[config.mk]
export PLATFORM = sky130hd
export DESIGN_NAME = signed_mul_div_mod_unit_flat
export DESIGN_NICKNAME = d
export VERILOG_FILES = /design/src/rtl/smdm_pkg.sv /design/src/rtl/smdm_req_if.sv /design/src/rtl/smdm_rsp_if.sv /design/src/rtl/smdm_ctrl.sv /design/src/rtl/smdm_dp.sv /design/src/rtl/signed_mul_div_mod_unit.sv /design/src/flat_wrapper.sv
export SDC_FILE = /design/constraint.sdc
export NUM_CORES = 1
export LEC_CHECK = 0
export BUFFER_PORTS_ARGS = -buffer_cell sky130_fd_sc_hd__buf_2
export CORE_MARGIN = 2
export CORE_UTILIZATION = 40
export DETAILED_ROUTE_END_ITERATION = 8
export SKIP_LAST_GASP = 1
export SYNTH_ARGS = -nofsm -noshare
export SYNTH_HDL_FRONTEND = slang
export SYNTH_SLANG_ARGS = --single-unit
[constraint.sdc]
create_clock -name clk_i -period 5.8 [get_ports clk_i]
set_clock_uncertainty 0.15 [all_clocks]
set_input_delay 0 -clock clk_i [delete_from_list [all_inputs] [get_ports clk_i]]
set_output_delay 0 -clock clk_i [all_outputs]
set_load 0.01 [all_outputs]
[src/rtl/smdm_pkg.sv]
// smdm_pkg: shared codes and types for the signed multiply / divide / remainder unit
// used by the channel interfaces, the controller, the datapath and the top level
`default_nettype none

package smdm_pkg;

  // default operand width
  localparam int unsigned DATA_WIDTH_DEF = 32;

  // operation select field
  localparam int unsigned FUNC_W = 2;

  localparam logic [FUNC_W-1:0] FUNC_MUL = 2'd0;
  localparam logic [FUNC_W-1:0] FUNC_DIV = 2'd1;
  localparam logic [FUNC_W-1:0] FUNC_REM = 2'd2;

  // controller to datapath commands
  typedef struct packed {
    logic load;    // capture operands, clear accumulator
    logic step;    // one multiply or divide iteration
    logic finish;  // sign fixup into the output register
  } cmd_t;

  // datapath to controller status
  typedef struct packed {
    logic last;    // iteration counter has reached its final step
  } status_t;

endpackage

`default_nettype wire

[src/rtl/smdm_req_if.sv]
// smdm_req_if: request channel carrying one operation word (func, a, b)
// depends on smdm_pkg for the func field width
`default_nettype none

interface smdm_req_if #(
  parameter int unsigned DATA_WIDTH = smdm_pkg::DATA_WIDTH_DEF
);
  import smdm_pkg::*;

  logic                         valid;
  logic                         ready;
  logic        [FUNC_W-1:0]     func;
  logic signed [DATA_WIDTH-1:0] a;
  logic signed [DATA_WIDTH-1:0] b;

  modport source (output valid, output func, output a, output b, input ready);
  modport sink   (input valid, input func, input a, input b, output ready);

endinterface

`default_nettype wire

[src/rtl/smdm_rsp_if.sv]
// smdm_rsp_if: response channel carrying one result word
// depends on smdm_pkg for the default width
`default_nettype none

interface smdm_rsp_if #(
  parameter int unsigned DATA_WIDTH = smdm_pkg::DATA_WIDTH_DEF
);

  logic                         valid;
  logic                         ready;
  logic signed [DATA_WIDTH-1:0] result;

  modport source (output valid, output result, input ready);
  modport sink   (input valid, input result, output ready);

endinterface

`default_nettype wire

[src/rtl/smdm_ctrl.sv]
// smdm_ctrl: sequencing state machine and output valid flag
// depends on smdm_pkg for the command and status structs
`default_nettype none

module smdm_ctrl (
  input  wire               clk_i,
  input  wire               rst_ni,
  input  wire               in_valid_i,
  output logic              in_ready_o,
  output logic              out_valid_o,
  input  wire               out_ready_i,
  input  smdm_pkg::status_t status_i,
  output smdm_pkg::cmd_t    cmd_o
);
  import smdm_pkg::*;

  localparam logic [1:0] S_IDLE = 2'd0;
  localparam logic [1:0] S_RUN  = 2'd1;
  localparam logic [1:0] S_DONE = 2'd2;

  logic [1:0] state_q, state_d;
  logic       out_valid_q, out_valid_d;
  logic       can_finish;

  // output register is free when empty or being drained this cycle
  assign can_finish = !out_valid_q || out_ready_i;

  // next state and commands
  always_comb begin
    state_d       = state_q;
    cmd_o         = '0;
    case (state_q)
      S_IDLE: begin
        if (in_valid_i) begin
          cmd_o.load = 1'b1;
          state_d    = S_RUN;
        end
      end
      S_RUN: begin
        cmd_o.step = 1'b1;
        if (status_i.last) state_d = S_DONE;
      end
      S_DONE: begin
        if (can_finish) begin
          cmd_o.finish = 1'b1;
          state_d      = S_IDLE;
        end
      end
      default: begin
        state_d = S_IDLE;
      end
    endcase
  end

  // output valid: set on finish, cleared when the word is taken
  always_comb begin
    out_valid_d = out_valid_q;
    if (out_valid_q && out_ready_i) out_valid_d = 1'b0;
    if (cmd_o.finish) out_valid_d = 1'b1;
  end

  always_ff @(posedge clk_i or negedge rst_ni) begin
    if (!rst_ni) begin
      state_q     <= S_IDLE;
      out_valid_q <= 1'b0;
    end else begin
      state_q     <= state_d;
      out_valid_q <= out_valid_d;
    end
  end

  assign in_ready_o  = (state_q == S_IDLE);
  assign out_valid_o = out_valid_q;

endmodule

`default_nettype wire

[src/rtl/smdm_dp.sv]
// smdm_dp: operand registers, shift-add multiply / restoring divide step,
// iteration counter, sign fixup and output register; depends on smdm_pkg
`default_nettype none

module smdm_dp #(
  parameter int unsigned DATA_WIDTH = smdm_pkg::DATA_WIDTH_DEF
) (
  input  wire                             clk_i,
  input  wire                             rst_ni,
  input  smdm_pkg::cmd_t                  cmd_i,
  output smdm_pkg::status_t               status_o,
  input  wire [smdm_pkg::FUNC_W-1:0]      func_i,
  input  wire [DATA_WIDTH-1:0]            a_i,
  input  wire [DATA_WIDTH-1:0]            b_i,
  output logic [DATA_WIDTH-1:0]           result_o
);
  import smdm_pkg::*;

  localparam int unsigned CntW = $clog2(DATA_WIDTH);
  localparam logic [CntW-1:0] CntLast = CntW'(DATA_WIDTH - 1);

  logic [FUNC_W-1:0]     func_q;
  logic                  neg_q;     // sign of product / quotient
  logic                  nega_q;    // sign of remainder follows dividend
  logic                  bzero_q;
  logic [DATA_WIDTH:0]   acc_q, acc_d;      // product or partial remainder
  logic [DATA_WIDTH-1:0] opa_q, opa_d;      // multiplicand or dividend / quotient
  logic [DATA_WIDTH-1:0] opb_q, opb_d;      // multiplier or divisor
  logic [CntW-1:0]       cnt_q;
  logic [DATA_WIDTH-1:0] result_q, result_d;

  logic [DATA_WIDTH-1:0] mag_a, mag_b;
  logic [DATA_WIDTH:0]   rem_sh, rem_diff;
  logic                  rem_ge;
  logic [DATA_WIDTH-1:0] fix_val, fix_neg;
  logic                  fix_sign;

  // operand magnitudes
  assign mag_a = a_i[DATA_WIDTH-1] ? (~a_i + 1'b1) : a_i;
  assign mag_b = b_i[DATA_WIDTH-1] ? (~b_i + 1'b1) : b_i;

  // restoring divide trial subtract
  assign rem_sh   = {acc_q[DATA_WIDTH-1:0], opa_q[DATA_WIDTH-1]};
  assign rem_ge   = (rem_sh >= {1'b0, opb_q});
  assign rem_diff = rem_sh - {1'b0, opb_q};

  // one iteration of the selected algorithm
  always_comb begin
    acc_d = acc_q;
    opa_d = opa_q;
    opb_d = opb_q;
    if (func_q == FUNC_MUL) begin
      acc_d = {1'b0, acc_q[DATA_WIDTH-1:0] + (opb_q[0] ? opa_q : '0)};
      opa_d = {opa_q[DATA_WIDTH-2:0], 1'b0};
      opb_d = {1'b0, opb_q[DATA_WIDTH-1:1]};
    end else begin
      acc_d = rem_ge ? rem_diff : rem_sh;
      opa_d = {opa_q[DATA_WIDTH-2:0], rem_ge};
    end
  end

  // sign fixup shared by all operations
  always_comb begin
    fix_val  = acc_q[DATA_WIDTH-1:0];
    fix_sign = neg_q;
    result_d = '0;
    case (func_q)
      FUNC_MUL: begin
        fix_val  = acc_q[DATA_WIDTH-1:0];
        fix_sign = neg_q;
      end
      FUNC_DIV: begin
        fix_val  = opa_q;
        fix_sign = neg_q;
      end
      FUNC_REM: begin
        fix_val  = acc_q[DATA_WIDTH-1:0];
        fix_sign = nega_q;
      end
      default: begin
        fix_val  = '0;
        fix_sign = 1'b0;
      end
    endcase
    fix_neg = fix_sign ? (~fix_val + 1'b1) : fix_val;
    case (func_q)
      FUNC_MUL: result_d = fix_neg;
      FUNC_DIV: result_d = bzero_q ? '0 : fix_neg;
      FUNC_REM: result_d = bzero_q ? '0 : fix_neg;
      default:  result_d = '0;
    endcase
  end

  // iteration counter
  always_ff @(posedge clk_i or negedge rst_ni) begin
    if (!rst_ni) begin
      cnt_q <= '0;
    end else if (cmd_i.load) begin
      cnt_q <= CntLast;
    end else if (cmd_i.step) begin
      cnt_q <= cnt_q - 1'b1;
    end
  end

  // operand and working registers
  always_ff @(posedge clk_i) begin
    if (cmd_i.load) begin
      func_q  <= func_i;
      neg_q   <= a_i[DATA_WIDTH-1] ^ b_i[DATA_WIDTH-1];
      nega_q  <= a_i[DATA_WIDTH-1];
      bzero_q <= (b_i == '0);
      acc_q   <= '0;
      opa_q   <= mag_a;
      opb_q   <= mag_b;
    end else if (cmd_i.step) begin
      acc_q <= acc_d;
      opa_q <= opa_d;
      opb_q <= opb_d;
    end
  end

  // output word register
  always_ff @(posedge clk_i) begin
    if (cmd_i.finish) result_q <= result_d;
  end

  assign status_o.last = (cnt_q == '0);
  assign result_o      = result_q;

endmodule

`default_nettype wire

[src/rtl/signed_mul_div_mod_unit.sv]
// signed_mul_div_mod_unit: signed multiply, divide and remainder, one bit per cycle
// depends on smdm_pkg, smdm_req_if, smdm_rsp_if, smdm_ctrl and smdm_dp
//
//   channel  dir  fields            handshake
//   req_i    in   func, a, b        valid / ready
//   rsp_o    out  result            valid / ready
//
// the accepting edge loads the operands; DATA_WIDTH iterations of the shared
// shift/add-subtract step follow, then a sign fixup into the output register;
// a new word is accepted only after the previous one has been through the fixup.
// req_i.ready is high only while no item is in flight; a new word may be accepted
// while the previous result still waits in the output register, and the fixup
// cycle stalls until that register is free. reset clears control state only.
`default_nettype none

module signed_mul_div_mod_unit #(
  parameter int unsigned DATA_WIDTH = smdm_pkg::DATA_WIDTH_DEF
) (
  input  wire        clk_i,
  input  wire        rst_ni,
  smdm_req_if.sink   req_i,
  smdm_rsp_if.source rsp_o
);
  import smdm_pkg::*;

  cmd_t    cmd;
  status_t status;

  smdm_ctrl u_ctrl (
    .clk_i       (clk_i),
    .rst_ni      (rst_ni),
    .in_valid_i  (req_i.valid),
    .in_ready_o  (req_i.ready),
    .out_valid_o (rsp_o.valid),
    .out_ready_i (rsp_o.ready),
    .status_i    (status),
    .cmd_o       (cmd)
  );

  smdm_dp #(
    .DATA_WIDTH (DATA_WIDTH)
  ) u_dp (
    .clk_i    (clk_i),
    .rst_ni   (rst_ni),
    .cmd_i    (cmd),
    .status_o (status),
    .func_i   (req_i.func),
    .a_i      (req_i.a),
    .b_i      (req_i.b),
    .result_o (rsp_o.result)
  );

  // only one item in flight
  a_one_in_flight: assert property (@(posedge clk_i) disable iff (!rst_ni)
    (req_i.valid && req_i.ready) |=> !req_i.ready)
    else $error("request accepted while an item is in flight");

  // commands are mutually exclusive
  a_cmd_exclusive: assert property (@(posedge clk_i) disable iff (!rst_ni)
    $onehot0({cmd.load, cmd.step, cmd.finish}))
    else $error("more than one datapath command at once");

  // a new result appears only after a finish command
  a_valid_after_finish: assert property (@(posedge clk_i) disable iff (!rst_ni)
    $rose(rsp_o.valid) |-> $past(cmd.finish))
    else $error("result valid without a finish command");

  // finish never overwrites a result that is not being taken
  a_no_overwrite: assert property (@(posedge clk_i) disable iff (!rst_ni)
    cmd.finish |-> (!rsp_o.valid || rsp_o.ready))
    else $error("output register overwritten while stalled");

endmodule

`default_nettype wire

[src/flat_wrapper.sv]
// flat-port wrapper written by rule: the top's interface ports become plain ports
module signed_mul_div_mod_unit_flat import smdm_pkg::*;
#(
  parameter int unsigned DATA_WIDTH = smdm_pkg::DATA_WIDTH_DEF
)
  (clk_i, rst_ni, req_i_valid, req_i_func, req_i_a, req_i_b, req_i_ready, rsp_o_valid, rsp_o_result, rsp_o_ready);
  smdm_req_if #(.DATA_WIDTH(DATA_WIDTH)) req_i_i ();
  smdm_rsp_if #(.DATA_WIDTH(DATA_WIDTH)) rsp_o_i ();
  input  wire clk_i;
  input  wire rst_ni;
  input wire logic [$bits(req_i_i.valid)-1:0] req_i_valid;
  input wire logic [$bits(req_i_i.func)-1:0] req_i_func;
  input wire logic [$bits(req_i_i.a)-1:0] req_i_a;
  input wire logic [$bits(req_i_i.b)-1:0] req_i_b;
  output wire logic [$bits(req_i_i.ready)-1:0] req_i_ready;
  output wire logic [$bits(rsp_o_i.valid)-1:0] rsp_o_valid;
  output wire logic [$bits(rsp_o_i.result)-1:0] rsp_o_result;
  input wire logic [$bits(rsp_o_i.ready)-1:0] rsp_o_ready;
  assign req_i_i.valid = req_i_valid;
  assign req_i_i.func = req_i_func;
  assign req_i_i.a = req_i_a;
  assign req_i_i.b = req_i_b;
  assign req_i_ready = req_i_i.ready;
  assign rsp_o_valid = rsp_o_i.valid;
  assign rsp_o_result = rsp_o_i.result;
  assign rsp_o_i.ready = rsp_o_ready;
  signed_mul_div_mod_unit #(.DATA_WIDTH(DATA_WIDTH)) u_core (.clk_i(clk_i), .rst_ni(rst_ni), .req_i(req_i_i), .rsp_o(rsp_o_i));
endmodule
**Yosys cells after proc, flatten, opt, wreduce, memory -nomap -nowiden**

Index checks and enable logic that the tools add are counted.

- Register bits after elaboration: 141
- Input port bits: 70
- Output and inout bits: 34
- Logic and storage cells: 73

- Add/subtract/negate cells: 6
- Order comparisons: 1
- Eq/ne operators: 7
- Muxes and demuxes: 29
- Bitwise gates (word level): 4
- Reductions and logical operators: 15

Operators with widths:

| operator | count |
|---|---|
| $mux 32 | 12 |
| $pmux 32 s2 | 2 |
| $add 32x1->32 const B | 3 |
| $not 32->32 | 3 |
| $ge 33x32->1 | 1 |
| $add 32x32->32 | 1 |
| $logic_not 32->1 | 1 |
| $sub 32x32->32 | 1 |
| $mux 5 | 2 |
| $mux 1 | 8 |
| $mux 2 | 3 |
| $pmux 2 s3 | 1 |
| $reduce_bool 2->1 | 3 |
| $reduce_or 2->1 | 3 |
| $logic_not 5->1 | 1 |
| $sub 5x1->5 const B | 1 |
| $eq 2x1->1 const B | 2 |
| $eq 2x2->1 const B | 2 |
| $logic_not 2->1 | 2 |
| $ne 2x2->1 const B | 2 |
| $reduce_and 3->1 | 1 |
| $ne 2x1->1 const B | 1 |
| $pmux 1 s2 | 1 |
| $reduce_and 2->1 | 1 |
| other kinds (4) | 4 |

**Longest topological paths before layout**

Gate-level depths: netlist of run 1.

- Word-level depth: 8
- Depth in mapped cells: 15
- Gate-level depth less buffers: 14

**By module**

Synthesis of run 1 repeated with hierarchy kept, for this count alone.

- Cells, all modules: 1,420
- Area total of the unflattened synthesis: 11,840.1 um^2

Modules (own cells, without submodules):

| module | times used | cells an instance | area an instance (um^2) | seq. area each (um^2) |
|---|---|---|---|---|
| smdm_dp | 1 | 1,403 | 11,672.4 | 3,798.6 |
| smdm_ctrl | 1 | 17 | 167.7 | 75.1 |

**Least setup slack after synthesis of run 1**

OpenSTA, ideal clock, no wires.

- Path type: register -> register
- From: register u_core.u_dp.func_q[0]
- To: register u_core.u_dp.result_q[15], in the netlist u_core.u_dp.result_o[15] (data pin)
- Arrival time: 3.113 ns
- Data required time: 5.384 ns
- Setup slack: 2.271 ns
- Cell stages (with the launch flop): 15
- Cells stage by stage: edfxtp_1 clkbuf_1 inv_1 clkbuf_1 buf_1 clkbuf_1 ha_1 o21a_1 a21oi_1 or2_2 clkbuf_1 buf_1 a21oi_1 xor2_1 nor2_1

- Cells in the longest elaborated chain, start to end: 8
- Elaborated cells on any way between the ends: 13
- Classes of those cells: 1 x add/sub; 2 x eq/ne; 5 x mux; 1 x bitwise; 4 x reduce/logical

Ends and longest elaborated chain:

| what | line | source |
|---|---|---|
| start, declared | smdm_dp.sv:22 | `logic [FUNC_W-1:0] func_q;` |
| start signal, assigned | smdm_dp.sv:108 | `func_q <= func_i;` |
| $eq 2x2->1 / $logic_not 2->1 (equally long branches) | smdm_dp.sv:67, smdm_dp.sv:86 |  |
| $reduce_or 2->1 (no line) | -- |  |
| $pmux 32 s2 | smdm_dp.sv:67 | `case (func_q)` |
| $not 32->32 | smdm_dp.sv:85 | `fix_neg = fix_sign ? (~fix_val + 1'b1) : fix_val;` |
| $add 32x1->32 | smdm_dp.sv:85 |  |
| $mux 32 | smdm_dp.sv:85 |  |
| $mux 32 | smdm_dp.sv:88, smdm_dp.sv:89 |  |
| $pmux 32 s2 (*) | smdm_dp.sv:86 | `case (func_q)` |
| net u_core.u_dp.result_d[15] | smdm_dp.sv:30 | `logic [DATA_WIDTH-1:0] result_q, result_d;` |
| end signal, assigned | smdm_dp.sv:124 | `if (cmd_i.finish) result_q <= result_d;` |
| end, declared | smdm_dp.sv:30 |  |

Mark *: on every way through the listed nets, which the timed path passes. The rest lies on a longest branch.
A chain may end at the register's enable or synchronous reset.

**Worst setup path after layout of run 1**

- From: register u_core.u_dp.opb_q[0]
- To: register u_core.u_dp.acc_q[6]

- Cells in the longest elaborated chain, start to end: 3
- Elaborated cells on any way between the ends: 6
- Classes of those cells: 2 x add/sub; 1 x order compare; 3 x mux

Ends and longest elaborated chain:

| what | line | source |
|---|---|---|
| start, declared | smdm_dp.sv:28 | `logic [DATA_WIDTH-1:0] opb_q, opb_d;` |
| start signal, assigned | smdm_dp.sv:114 | `opb_q <= mag_b;` |
| start signal, assigned | smdm_dp.sv:118 | `opb_q <= opb_d;` |
| $sub 32x32->32 (tied with other cells) | smdm_dp.sv:45 | `assign rem_diff = rem_sh - {1'b0, opb_q};` |
| $mux 32 / $add 32x32->32 (equally long branches) | smdm_dp.sv:57, smdm_dp.sv:53 |  |
| $mux 32 (*) | smdm_dp.sv:52 | `if (func_q == FUNC_MUL) begin` |
| end signal, assigned | smdm_dp.sv:112 | `acc_q <= '0;` |
| end signal, assigned | smdm_dp.sv:116 | `acc_q <= acc_d;` |
| end, declared | smdm_dp.sv:26 | `logic [DATA_WIDTH:0] acc_q, acc_d;` |

Mark *: on every way between the ends. The rest lies on a longest branch, timed or not.

==> results_tabular.tex, run 1 <==
\begin{tabular}{lr}
\hline
Metric & Value \\
\hline
\multicolumn{2}{l}{\textbf{Run status}} \\
\quad Result of the run & finished, final reports clean \\
\multicolumn{2}{l}{\textbf{Detailed routing}} \\
\quad Final Routed Wirelength & 32.6 mm \\
\quad Wire length per cell & between 15 and 20 um \\
\quad Post-route ant nets & 0 \\
\quad Routed via count divided by cell count & 5.57 \\
\quad Total number of vias & 10551 \\
\quad Post-route DRC violation count & 0 \\
\quad Detailed Route Iter0 Violations & slightly below 900 \\
\quad First-pass detailed-route iteration total & 6 \\
\multicolumn{2}{l}{\textbf{Timing}} \\
\quad Final min period & 4.34 ns \\
\quad Transition time at the pin with the least slew margin & 1.14 ns \\
\quad Max transition margin & 24.0\% \\
\quad Final worst-path cycle share & approximately 75\% \\
\quad Fin Hold WS & 0.0499 ns \\
\quad Final hold violation count & 0 \\
\quad Final setup violation count & 0 \\
\quad Accumulated negative setup slack & 0 ns \\
\quad Highest clock rate & 0.230 GHz \\
\quad RSZ-0062 raised after global routing & no \\
\quad Final Max Tran Viols & 0 \\
\multicolumn{2}{l}{\textbf{Floorplanning}} \\
\quad Starting density of the core & 40.8\% \\
\quad Core region area & 0.0280 mm2 \\
\quad Die Span Y & 173 um \\
\quad Number of primary I/O pins & 104 \\
\quad \# rows & $\sim$60 \\
\quad Die outline width & 173 um \\
\quad Die Footprint & $\sim$0.03 mm2 \\
\multicolumn{2}{l}{\textbf{Clock tree}} \\
\quad Cell at the root of the clock tree & clkbuf\_16 \\
\quad CTS sink count & 141 \\
\quad Number of clock buffers inserted by TritonCTS & 17 \\
\quad Clock latency on the worst-skew pair & 0.43 ns \\
\quad Maximum root-to-sink buffer count & 2 \\
\quad Clock-pin slew on the worst setup and hold paths & roughly 0.060 ns \\
\quad CTS tree & done \\
\quad H-tree levels & 4 \\
\quad Post-CTS Setup Bufs & 0 \\
\multicolumn{2}{l}{\textbf{Placed design}} \\
\quad Port bufs & 103 \\
\quad Placed Cells & 1781 \\
\quad HPWL after detailed placement & $\sim$24 mm \\
\quad Placed standard-cell area & 0.0123 mm2 \\
\quad Placer congestion estimate & 0.926 \\
\multicolumn{2}{l}{\textbf{Layout}} \\
\quad Filler-free cell count of the finished design & 1893 \\
\quad Growth of design area from synthesis to finish & 19.8\% \\
\quad Ratio of cells with drive above 1 in the final layout & 10.8\% \\
\quad Final instance area & 0.0137 mm2 \\
\quad Layout net count & 1648 \\
\quad Antenna Diode Count & 0 \\
\multicolumn{2}{l}{\textbf{Min path}} \\
\quad Hold WC Path Type & input pin to flop \\
\multicolumn{2}{l}{\textbf{Synthesis}} \\
\quad Fraction of the yosys area taken by sequential cells & between 30\% and 40\% \\
\quad Average footprint of a synthesized cell & around 8.5 um2 \\
\quad Number of storage elements in the synthesis netlist & roughly 140 \\
\quad Nets in the synthesized netlist & 1499 \\
\quad Distinct cell type count of the synthesized netlist & 67 \\
\quad Mapped Cells & 1354 \\
\quad Count of flip-flops with a built-in enable after synthesis & 101 \\
\quad Main synth FF type & edfxtp\_1 \\
\quad Async S/R FF share, synth & 5.67\% \\
\quad Post-synthesis instance area & 0.0114 mm2 \\
\quad Count of yosys warnings during synthesis & 0 \\
\multicolumn{2}{l}{\textbf{Pwr}} \\
\quad Internal power summed over all cells & 4.11 mW \\
\quad Leakage & roughly 5.7 nW \\
\quad Pwr per Cell Area & 561 mW/mm2 \\
\quad Maximum ir drop on the vdd rail & 0.000256 V \\
\quad Switching power & 3.57 mW \\
\quad Proportion of power drawn by flip-flops and latches & 26.5\% \\
\quad Final Power & around 7.7 mW \\
\quad Switching Fraction & 46.5\% \\
\quad Proportion of power drawn by the clock network & 15.1\% \\
\quad Comb pwr share & 58.4\% \\
\multicolumn{2}{l}{\textbf{Critical path}} \\
\quad Maximum fanout along the worst path & 33 \\
\quad Crit Path Class & flop to flop \\
\quad WP data required & 5.92 ns \\
\quad Critical path launch point type & flop \\
\quad CP arrival & about 4.5 ns \\
\quad Crit path capture type & flop \\
\multicolumn{2}{l}{\textbf{Global routing}} \\
\quad First-pass GRT wire length & 52.5 mm \\
\quad All-Layer GR Usage & a little over a fifth \\
\quad Antenna violations before repair & 0 \\
\quad Via count of the first global-routing pass & a little over 10000 \\
\quad Pin count of the biggest net entering global routing & 77 \\
\quad Overflow after GRT & 0 \\
\multicolumn{2}{l}{\textbf{Job}} \\
\quad \# Max-Cap Violations & 0 \\
\hline
\end{tabular}
-- cells in the final DEF (no fill, tap or decap), types with 19 or more instances in the layout --
cell type,netlist,layout
xnor2_1,51,51
a21oi_1,81,81
dfxtp_1,32,32
inv_1,66,66
buf_2,1,103
nand2_1,146,145
and2_1,34,34
xor2_1,94,94
nor2_1,103,103
ha_1,73,73
o21ai_0,159,159
a22oi_1,41,41
edfxtp_1,101,101
o31ai_1,19,19
dlygate4sd3_1,0,81
a31oi_1,20,19
nand3_1,23,23
-- registers in the layout, summed over array words and instances, names as in the netlist --
name                       flops
u_core.u_dp.func_q             2
u_core.u_dp.opb_q             32
u_core.u_dp.nega_q             1
u_core.u_dp.neg_q              1
u_core.u_dp.result_o          32
u_core.u_dp.bzero_q            1
u_core.u_dp.opa_q             32
u_core.u_ctrl.out_valid_o      1
u_core.u_dp.acc_q             32
u_core.u_dp.cnt_q              5
u_core.u_ctrl.state_q          2
-- cells in the mapped netlist, drive strengths merged, types with 7 or more instances --
master	count	share of area (%)
nor2	103	3.4
o31ai	19	1.2
a21o	18	1.2
nand2	146	4.8
o221ai	7	0.54
and2	34	1.9
o41ai	11	0.91
nand4	11	0.60
dfrtp	8	1.7
a31oi	20	1.1
or2	7	0.38
nor4	7	0.51
ha	73	8.0
nor3	15	0.66
inv	66	2.2
nand3	23	1.0
mux2i	13	1.1
a21oi	81	3.5
xor2	94	7.2
o21ai	161	7.0
or4	15	1.1
o21a	11	0.72
edfxtp	101	27
nor2b	12	0.66
a211oi	16	1.0
nand2b	13	0.71
clkbuf	57	1.9
a22oi	41	2.7
or3	13	0.75
xnor2	51	3.9
dfxtp	32	5.6
-- repair_timing --
action,in CTS,in global routing
resized for setup,0,0
hold buffers,81,0
endpoints found under the hold margin,78,0
-- critical path: stages, from the launching register on --
cell and delay, ns:
edfxtp_1 0.90, ha_1 0.32, nor2b_1 0.07, o31a_1 0.27, o21ai_0 0.30, a21oi_1 0.21
a311o_1 0.39, a31oi_4 0.59, buf_4 0.41, mux2i_1 0.23, nor2_1 0.07, a31oi_1 0.18
o21ai_0 0.09
-- metal layers --
layer	routed length, um	track usage, %	share of wire [%]	vias to the layer above
li1	-	-	-	5251
met2	16100	37.9	50	259
met1	14300	27.4	44	4993
met4	727	6.21	2.2	0
met5	0	0	0	-
met3	1430	3.12	4.4	48
-- cell type report --
cell class,count,area (um2)
Inverter,66,248
Fill cell,2702,14300
Clock buffer,17,425
Tap cell,378,473
Timing Repair Buffer,193,1390
Multi-Input combinational cell,1084,7110
Sequential cell,141,3870
Clock inverter,14,181
-- through the flow --
step	setup WS (ns)	utilization (%)
after floorplan	2.27	-
after global placement	1.57	43.9
after detailed placement	1.51	43.9
after CTS	1.44	48.9
after global routing	0.999	48.9
final	1.46	48.9
-- power groups by stage --
stage,Combinational (mW),Clock (mW),Sequential (mW)
after floorplan,3.47,0,1.80
after global placement,4.36,0,2.05
after detailed placement,4.38,0,2.06
after CTS,4.45,1.17,2.04
after global routing,5.05,1.20,2.07
final,4.49,1.16,2.03
-- logic make-up (layout without fill, tap and decap cells) --
group	after synthesis	after routing	share of synthesized area (%)
multiplexers	13	13	1.14
AND/OR/NAND/NOR	416	416	17.6
buffers and inverters	129	290	4.24
XOR/XNOR	145	145	11.1
flip-flops	141	141	33.9
adder cells (fa/ha/maj)	75	75	8.33
AO/OA/AOI/OAI	435	435	23.8
-- final timing paths --
| kind | endpoint | slack [ns] | depth (start not counted) | startpoint |
|---|---|---|---|---|
| worst max-delay path | u_core.u_dp.acc_q[6] | 1.46 | 12 | u_core.u_dp.opb_q[0] |
| worst min-delay path | u_core.u_ctrl.state_q[0] | 0.05 | 3 | req_i_valid |
| worst max register to register | u_core.u_dp.acc_q[6] | 1.46 | 12 | u_core.u_dp.opb_q[0] |
| worst min register to register | u_core.u_ctrl.out_valid_o | 0.37 | 2 | u_core.u_ctrl.out_valid_o |
| max in group asynchronous | u_core.u_ctrl.state_q[1] | 4.85 | 3 | rst_ni |
| min in group asynchronous | u_core.u_dp.cnt_q[2] | 0.39 | 3 | rst_ni |
Power figures use the tool's default switching activity.
==> inputs of run 2 (changes only) <==
ABC_AREA = 1   (was unset)
clock period = 3.6 ns   (was 5.8 ns; I/O delays follow)
==> run 2 against run 1 <==
  * Via count increased by 41%
  * Global-route usage is 6.7 points higher
  * Hold slack got worse by 0.015 ns
  * Setup slack got worse by 1.0 ns
  * Combinational power grew 120%
  * Sequential power is 67% higher
  * Non-clock buffer count increased by 16
  * Cell area grew 18%
  * Clock power up 76%
  * Core utilization shrank 0.80 points
  * Cell count is 48% higher
  * Critical path type unchanged
  * Critical endpoint is now u_core.u_dp.result_o[28]
  * Largest cell class unchanged
  * Highest routed layer unchanged
==> results_tabular.tex, run 2 <==
\begin{tabular}{lr}
\hline
Metric & Value \\
\hline
\multicolumn{2}{l}{\textbf{Run status}} \\
\quad Result of the run & finished, final reports clean \\
\multicolumn{2}{l}{\textbf{Pwr}} \\
\quad Proportion of power drawn by the clock network & roughly an eighth \\
\quad Internal power summed over all cells & 7.04 mW \\
\quad Switching Fraction & 54.0\% \\
\quad Comb pwr share & 64.6\% \\
\quad Switching power & 8.25 mW \\
\quad Proportion of power drawn by flip-flops and latches & between 20 and 25\% \\
\quad Pwr per Cell Area & about 940 mW/mm2 \\
\quad Leakage & 8.19 nW \\
\quad Maximum ir drop on the vdd rail & 0.000484 V \\
\multicolumn{2}{l}{\textbf{Timing}} \\
\quad RSZ-0062 raised after global routing & no \\
\quad Highest clock rate & 0.315 GHz \\
\quad Transition time at the pin with the least slew margin & between 1 and 1.5 ns \\
\quad Final min period & 3.17 ns \\
\quad Max transition margin & 32.3\% \\
\quad Final hold violation count & 0 \\
\quad Final worst-path cycle share & 88.1\% \\
\quad Final Max Tran Viols & 0 \\
\quad Final setup margin & 0.427 ns \\
\quad Final setup violation count & 0 \\
\quad Accumulated negative setup slack & 0 ns \\
\multicolumn{2}{l}{\textbf{Critical path}} \\
\quad Crit path capture type & flop \\
\quad Startpoint of the most critical register-to-register path & u\_core.u\_dp.func\_q[1] \\
\quad R2R cell count & 12 \\
\quad WP data required & 3.65 ns \\
\quad Standard cell with the maximum stage delay on the critical path & ha\_1 \\
\quad Critical path launch point type & flop \\
\quad Worst reg-to-reg setup slack & 0.43 ns \\
\quad Worst Setup SP & u\_core.u\_dp.func\_q[1] \\
\quad CP arrival & 3.23 ns \\
\quad Endpoint of the lowest-slack register-to-register path & u\_core.u\_dp.result\_o[28] \\
\quad List of cells traversed by the critical path & inv\_1 -> ha\_1 -> nand2\_1 -> o21ai\_1 -> nand2\_1 -> ha\_1 -> nand3\_2 -> nor2\_1 -> nand3\_1 -> o21ai\_2 -> nor3\_1 -> nor2\_1 \\
\quad Maximum fanout along the worst path & 17 \\
\quad Worst setup path endpoint & u\_core.u\_dp.result\_o[28] \\
\quad Crit Path Class & flop to flop \\
\quad Max stage delay on crit path & 0.56 ns \\
\multicolumn{2}{l}{\textbf{Detailed routing}} \\
\quad Final Routed Wirelength & roughly 50 mm \\
\quad Total number of vias & 14849 \\
\quad Detailed Route Iter0 Violations & between 1000 and 1500 \\
\quad Wire length per cell & 17.7 um \\
\quad Post-route ant nets & 0 \\
\quad First-pass detailed-route iteration total & 7 \\
\quad Routed via count divided by cell count & 5.28 \\
\quad Post-route DRC violation count & 0 \\
\multicolumn{2}{l}{\textbf{Placed design}} \\
\quad Placer congestion estimate & 1.00 \\
\quad Worst slack at placement & 0.518 ns \\
\quad Port bufs & 103 \\
\quad HPWL after detailed placement & 39.9 mm \\
\multicolumn{2}{l}{\textbf{Floorplanning}} \\
\quad Die outline width & roughly 190 um \\
\quad \# rows & 67 \\
\quad Core region area & $\sim$0.034 mm2 \\
\quad Die Footprint & 0.0360 mm2 \\
\quad Number of primary I/O pins & 104 \\
\quad Die Span Y & around 190 um \\
\quad Starting density of the core & roughly two fifths \\
\multicolumn{2}{l}{\textbf{Synthesis}} \\
\quad Library cell with the largest summed area after synthesis & edfxtp\_1 \\
\quad Most numerous cell types in the synthesized netlist & 716 x nand2\_1, 309 x inv\_1, 187 x nor2\_1 \\
\quad Top-area cell type share of the netlist area & about 22\% \\
\quad Number of storage elements in the synthesis netlist & 141 \\
\quad Mapped Cells & between 2000 and 2500 \\
\quad Dominant cell by count in the synthesized netlist & nand2\_1 \\
\quad Count of yosys warnings during synthesis & 0 \\
\quad Nets in the synthesized netlist & $\sim$2300 \\
\quad Average footprint of a synthesized cell & 6.32 um2 \\
\quad Post-synthesis instance area & 0.0138 mm2 \\
\quad Main synth FF type & edfxtp\_1 \\
\quad Async S/R FF share, synth & about 5.7\% \\
\quad Area contributors post-synth & edfxtp\_1 22\%, nand2\_1 20\%, inv\_1 8.4\% \\
\quad Distinct cell type count of the synthesized netlist & 57 \\
\quad Count of flip-flops with a built-in enable after synthesis & 101 \\
\quad Fraction of the yosys area taken by sequential cells & 28.1\% \\
\multicolumn{2}{l}{\textbf{Global routing}} \\
\quad All-Layer GR Usage & between 20\% and 30\% \\
\quad Pin count of the biggest net entering global routing & 64 \\
\quad First-pass GRT wire length & 78.0 mm \\
\quad Overflow after GRT & 0 \\
\quad Via count of the first global-routing pass & 13981 \\
\quad Antenna violations before repair & 0 \\
\multicolumn{2}{l}{\textbf{Layout}} \\
\quad Layout net count & around 2500 \\
\quad Antenna Diode Count & 0 \\
\quad Growth of design area from synthesis to finish & 17.7\% \\
\quad Commonest non-fill, non-tap cells in the layout & 715 x nand2\_1, 309 x inv\_1, 185 x nor2\_1 \\
\quad Fraction of the core area covered by cells at the end of the flow & 48.1\% \\
\quad Fill count & 3542 \\
\quad Footprint of the flip-flops and latches & 0.00387 mm2 \\
\quad Total area of multi-input combinational cells & roughly 0.0084 mm2 \\
\quad Ratio of cells with drive above 1 in the final layout & 10.2\% \\
\quad Most common cell after layout, fill and taps aside & nand2\_1 \\
\multicolumn{2}{l}{\textbf{Clock tree}} \\
\quad CTS tree & done \\
\quad Cell at the root of the clock tree & clkbuf\_16 \\
\quad Maximum root-to-sink buffer count & 2 \\
\quad Clock-pin slew on the worst setup and hold paths & 0.06 ns \\
\quad Clock latency on the worst-skew pair & between 0.4 and 0.5 ns \\
\quad H-tree levels & 4 \\
\quad Number of clock buffers inserted by TritonCTS & 17 \\
\quad Post-CTS Setup Bufs & 0 \\
\quad CTS sink count & between 100 and 150 \\
\multicolumn{2}{l}{\textbf{Min path}} \\
\quad Hold WC Path Type & input pin to flop \\
\quad Depth of the worst hold-timing path & 6 \\
\multicolumn{2}{l}{\textbf{Job}} \\
\quad \# Max-Cap Violations & 0 \\
\hline
\end{tabular}
-- run 2: logic make-up after synthesis --
family	count (synthesis)	synth area share [%]
simple gates	1197	36.9
compound gates	325	13.0
xor+xnor	66	4.19
flops	141	28.1
buf+inv	375	10.9
fa+ha+maj	75	6.92
-- run 2: worst max-delay path, delay by kind of cell (launching register included) --
family,cells,cell delay [ns]
adders and majority gates,2,0.82
buffers and inverters,1,0.11
DFF,1,0.43
AOI/OAI and AO/OA,2,0.37
and+or+nand+nor,7,1.04
-- run 2: stage by stage --
stage	total power, mW	cells	cell area, um2	hold slack [ns]
after floorplan	9.87	2179	13800	-0.446
after global placement	12.9	2699	14800	-0.304
after detailed placement	12.9	2699	14800	-0.301
after CTS	15.1	2811	16200	0.0101
after global routing	16.6	2811	16200	0.0460
final	15.3	2811	16200	0.0354
-- run 2: repair_timing --
item	in CTS	in global routing
endpoints found under the setup margin	0	1
hold buffers	80	0
resized for setup	0	1
hold endpoints to repair	81	0
-- run 2: how the worst min path moves through the flow --
stage	startpoint	end
after detailed placement	rst_ni	u_core.u_ctrl.out_valid_o
after global routing	req_i_b[0]	u_core.u_dp.opb_q[0]
after CTS	req_i_b[0]	u_core.u_dp.opb_q[0]
final	req_i_b[0]	u_core.u_dp.opb_q[3]
after global placement	rst_ni	u_core.u_ctrl.out_valid_o
after floorplan	rst_ni	u_core.u_ctrl.out_valid_o
-- run 2: metal layers --
metal  vias to the layer above  part of all wire (%)  GRT usage, %  wire (um)
met5                         -                     0             0          0
li1                       7392                     -             -          -
met2                       493                    44          44.9      21900
met4                         0                   2.2          7.63       1100
met1                      6890                    47          39.3      23400
met3                        74                   7.0          5.15       3480
-- run 2: area by class of cell --
| cell class | instances | area share, % |
|---|---|---|
| repair buffers | 209 | 9.32 |
| flip-flops and latches | 141 | 23.9 |
| multi-input cells | 1663 | 51.9 |
| clock buffers | 17 | 2.62 |
| well taps | 448 | 3.46 |
| clock inverters | 15 | 1.43 |
| inverters | 318 | 7.37 |
-- run 2: power by group through the flow --
stage | clock [mW] | combinational, mW | sequential, mW
2_1_floorplan | 0 | 6.97 | 2.89
3_3_place_gp | 0 | 9.56 | 3.37
3_5_place_dp | 0 | 9.58 | 3.37
4_1_cts | 2.06 | 9.72 | 3.34
5_1_grt | 2.13 | 11.0 | 3.41
6_report | 2.04 | 9.87 | 3.38
==> inputs of run 3 (changes only) <==
clock period = 3.19 ns   (was 3.6 ns; I/O delays follow)
==> run 3 against run 2 <==
  * Via count barely moved
  * Critical path depth rose by 2
  * Global-route usage fell by 1.4 points
  * Die area did not move
  * Power rose by 10%
  * First-iteration DRC count rose by 4.7%
  * Hold slack improved by 0.00086 ns
  * Sequential power rose by 7.7%
  * Cell area rose by 0.59%
  * Sequential share of layout area fell by 0.14 points
  * Setup slack got worse by 0.31 ns
  * Flip-flop and latch count did not move
  * Critical endpoint is now u_core.u_dp.opa_q[28]
  * Largest cell class unchanged
==> results_tabular.tex, run 3 (synthesis gave the netlist of run 2 again) <==
\begin{tabular}{lr}
\hline
Metric & Value \\
\hline
\multicolumn{2}{l}{\textbf{Run status}} \\
\quad Result of the run & finished, final reports clean \\
\multicolumn{2}{l}{\textbf{Critical path}} \\
\quad Critical path launch point type & input pin \\
\quad Crit Path Class & input pin to flop \\
\quad WP data required & about 3.4 ns \\
\quad CP arrival & $\sim$3.2 ns \\
\quad Crit path capture type & flop \\
\quad Maximum fanout along the worst path & 4 \\
\multicolumn{2}{l}{\textbf{Timing}} \\
\quad Accumulated negative setup slack & 0 ns \\
\quad Transition time at the pin with the least slew margin & 1.02 ns \\
\quad Highest clock rate & 0.326 GHz \\
\quad Final setup violation count & 0 \\
\quad Final min period & 3.07 ns \\
\quad Final Max Tran Viols & 0 \\
\quad Max transition margin & a little under a third \\
\quad Final hold violation count & 0 \\
\quad Final worst-path cycle share & 96.3\% \\
\quad RSZ-0062 raised after global routing & yes \\
\multicolumn{2}{l}{\textbf{Floorplanning}} \\
\quad Number of primary I/O pins & 104 \\
\quad Starting density of the core & about two fifths \\
\quad \# rows & 67 \\
\quad Die Footprint & between 0.03 and 0.04 mm2 \\
\quad Core region area & between 0.03 and 0.04 mm2 \\
\quad Die Span Y & approximately 190 um \\
\quad Die outline width & $\sim$190 um \\
\multicolumn{2}{l}{\textbf{Placed design}} \\
\quad Placed standard-cell area & 0.0149 mm2 \\
\quad Placer congestion estimate & 1.01 \\
\quad Port bufs & roughly 100 \\
\quad HPWL after detailed placement & 38.4 mm \\
\multicolumn{2}{l}{\textbf{Layout}} \\
\quad Fraction of the core area covered by cells at the end of the flow & between 40\% and 50\% \\
\quad Commonest non-fill, non-tap cells in the layout & 715 x nand2\_1, 308 x inv\_1, 184 x nor2\_1 \\
\quad Growth of design area from synthesis to finish & 18.4\% \\
\quad Most common cell after layout, fill and taps aside & nand2\_1 \\
\quad Final instance area & $\sim$0.016 mm2 \\
\quad Antenna Diode Count & 0 \\
\quad Ratio of cells with drive above 1 in the final layout & 10.9\% \\
\quad Layout net count & $\sim$2500 \\
\multicolumn{2}{l}{\textbf{Clock tree}} \\
\quad H-tree levels & 4 \\
\quad Number of clock buffers inserted by TritonCTS & 17 \\
\quad CTS tree & done \\
\quad CTS sink count & 141 \\
\quad Cell at the root of the clock tree & clkbuf\_16 \\
\quad Clock-pin slew on the worst setup and hold paths & 0.06 ns \\
\quad Maximum root-to-sink buffer count & 2 \\
\quad Clock latency on the worst-skew pair & 0.45 ns \\
\multicolumn{2}{l}{\textbf{Pwr}} \\
\quad Maximum ir drop on the vdd rail & 0.000445 V \\
\quad Pwr per Cell Area & a little over 1000 mW/mm2 \\
\quad Leakage & 8.24 nW \\
\multicolumn{2}{l}{\textbf{Min path}} \\
\quad Hold WC Path Type & input pin to flop \\
\multicolumn{2}{l}{\textbf{Detailed routing}} \\
\quad Detailed Route Iter0 Violations & 1347 \\
\quad Routed via count divided by cell count & $\sim$5.2 \\
\quad Total number of vias & 14844 \\
\quad Post-route DRC violation count & 0 \\
\quad Final Routed Wirelength & 48.4 mm \\
\quad Post-route ant nets & 0 \\
\quad First-pass detailed-route iteration total & 6 \\
\quad Wire length per cell & $\sim$17 um \\
\multicolumn{2}{l}{\textbf{Global routing}} \\
\quad Pin count of the biggest net entering global routing & 63 \\
\quad First-pass GRT wire length & 74.0 mm \\
\quad All-Layer GR Usage & 26.8\% \\
\quad Antenna violations before repair & 0 \\
\quad Via count of the first global-routing pass & between 10000 and 15000 \\
\quad Overflow after GRT & 0 \\
\multicolumn{2}{l}{\textbf{Job}} \\
\quad \# Max-Cap Violations & 0 \\
\hline
\end{tabular}
-- run 3: what timing repair did --
item,in CTS,in global routing
buffers inserted,0,2
setup endpoints to repair,0,2
endpoints found under the hold margin,90,0
hold buffers,80,0
resized for setup,0,7
-- run 3: final timing paths --
kind,start,endpoint,slack [ns],cells after the start
min in group asynchronous,rst_ni,u_core.u_dp.cnt_q[1],0.38,3
worst max-delay path,req_i_a[16],u_core.u_dp.opa_q[28],0.12,14
max in group asynchronous,rst_ni,u_core.u_ctrl.state_q[1],2.25,3
worst min register to register,u_core.u_dp.cnt_q[4],u_core.u_dp.cnt_q[4],0.36,2
worst max register to register,u_core.u_dp.func_q[0],u_core.u_dp.result_o[28],0.28,14
worst min-delay path,req_i_b[0],u_core.u_dp.opb_q[3],0.04,5
-- run 3: layer usage --
metal	wire length, um	track usage [%]	vias up
li1	-	-	7431
met1	22400	37.6	6760
met2	21000	42.2	566
met3	3500	3.89	87
met4	1520	9.03	0
met5	0	0	-
-- run 3: final cells by class --
class,count,area (um2)
flip-flops and latches,141,3870
clock inverters,12,108
fillers,3505,17400
inverters,318,1200
repair buffers,227,1660
clock buffers,20,468
multi-input cells,1663,8450
well taps,448,561
-- run 3: power breakdown --
part	internal, mW	total, mW	switching [mW]
Combinational	3.81	11.2	7.42
Sequential	2.84	3.64	0.792
Clock	1.14	1.99	0.849
-- run 3: through the flow --
stage          power [mW]  hold WS (ns)  setup WS [ns]  std cells
5_1_grt              18.3        0.0502        -0.0411       2829
3_5_place_dp         14.5        -0.299          0.330       2715
2_1_floorplan        11.1        -0.446          0.367       2179
6_report             16.9        0.0362          0.118       2829
4_1_cts              16.7       0.00345         0.0406       2827
3_3_place_gp         14.5        -0.301          0.313       2715
-- run 3: critical path, stage by stage --
cell,delay (ns)
dlygate4sd3_1,0.54
buf_2,0.14
nor2_1,0.26
inv_1,0.10
nor3_2,0.19
nor3b_1,0.23
nand2_1,0.13
o21ai_2,0.21
nand2_1,0.07
nand2_1,0.07
dlygate4sd3_1,0.54
nand3_1,0.07
dlygate4sd3_1,0.59
nand2_1,0.07
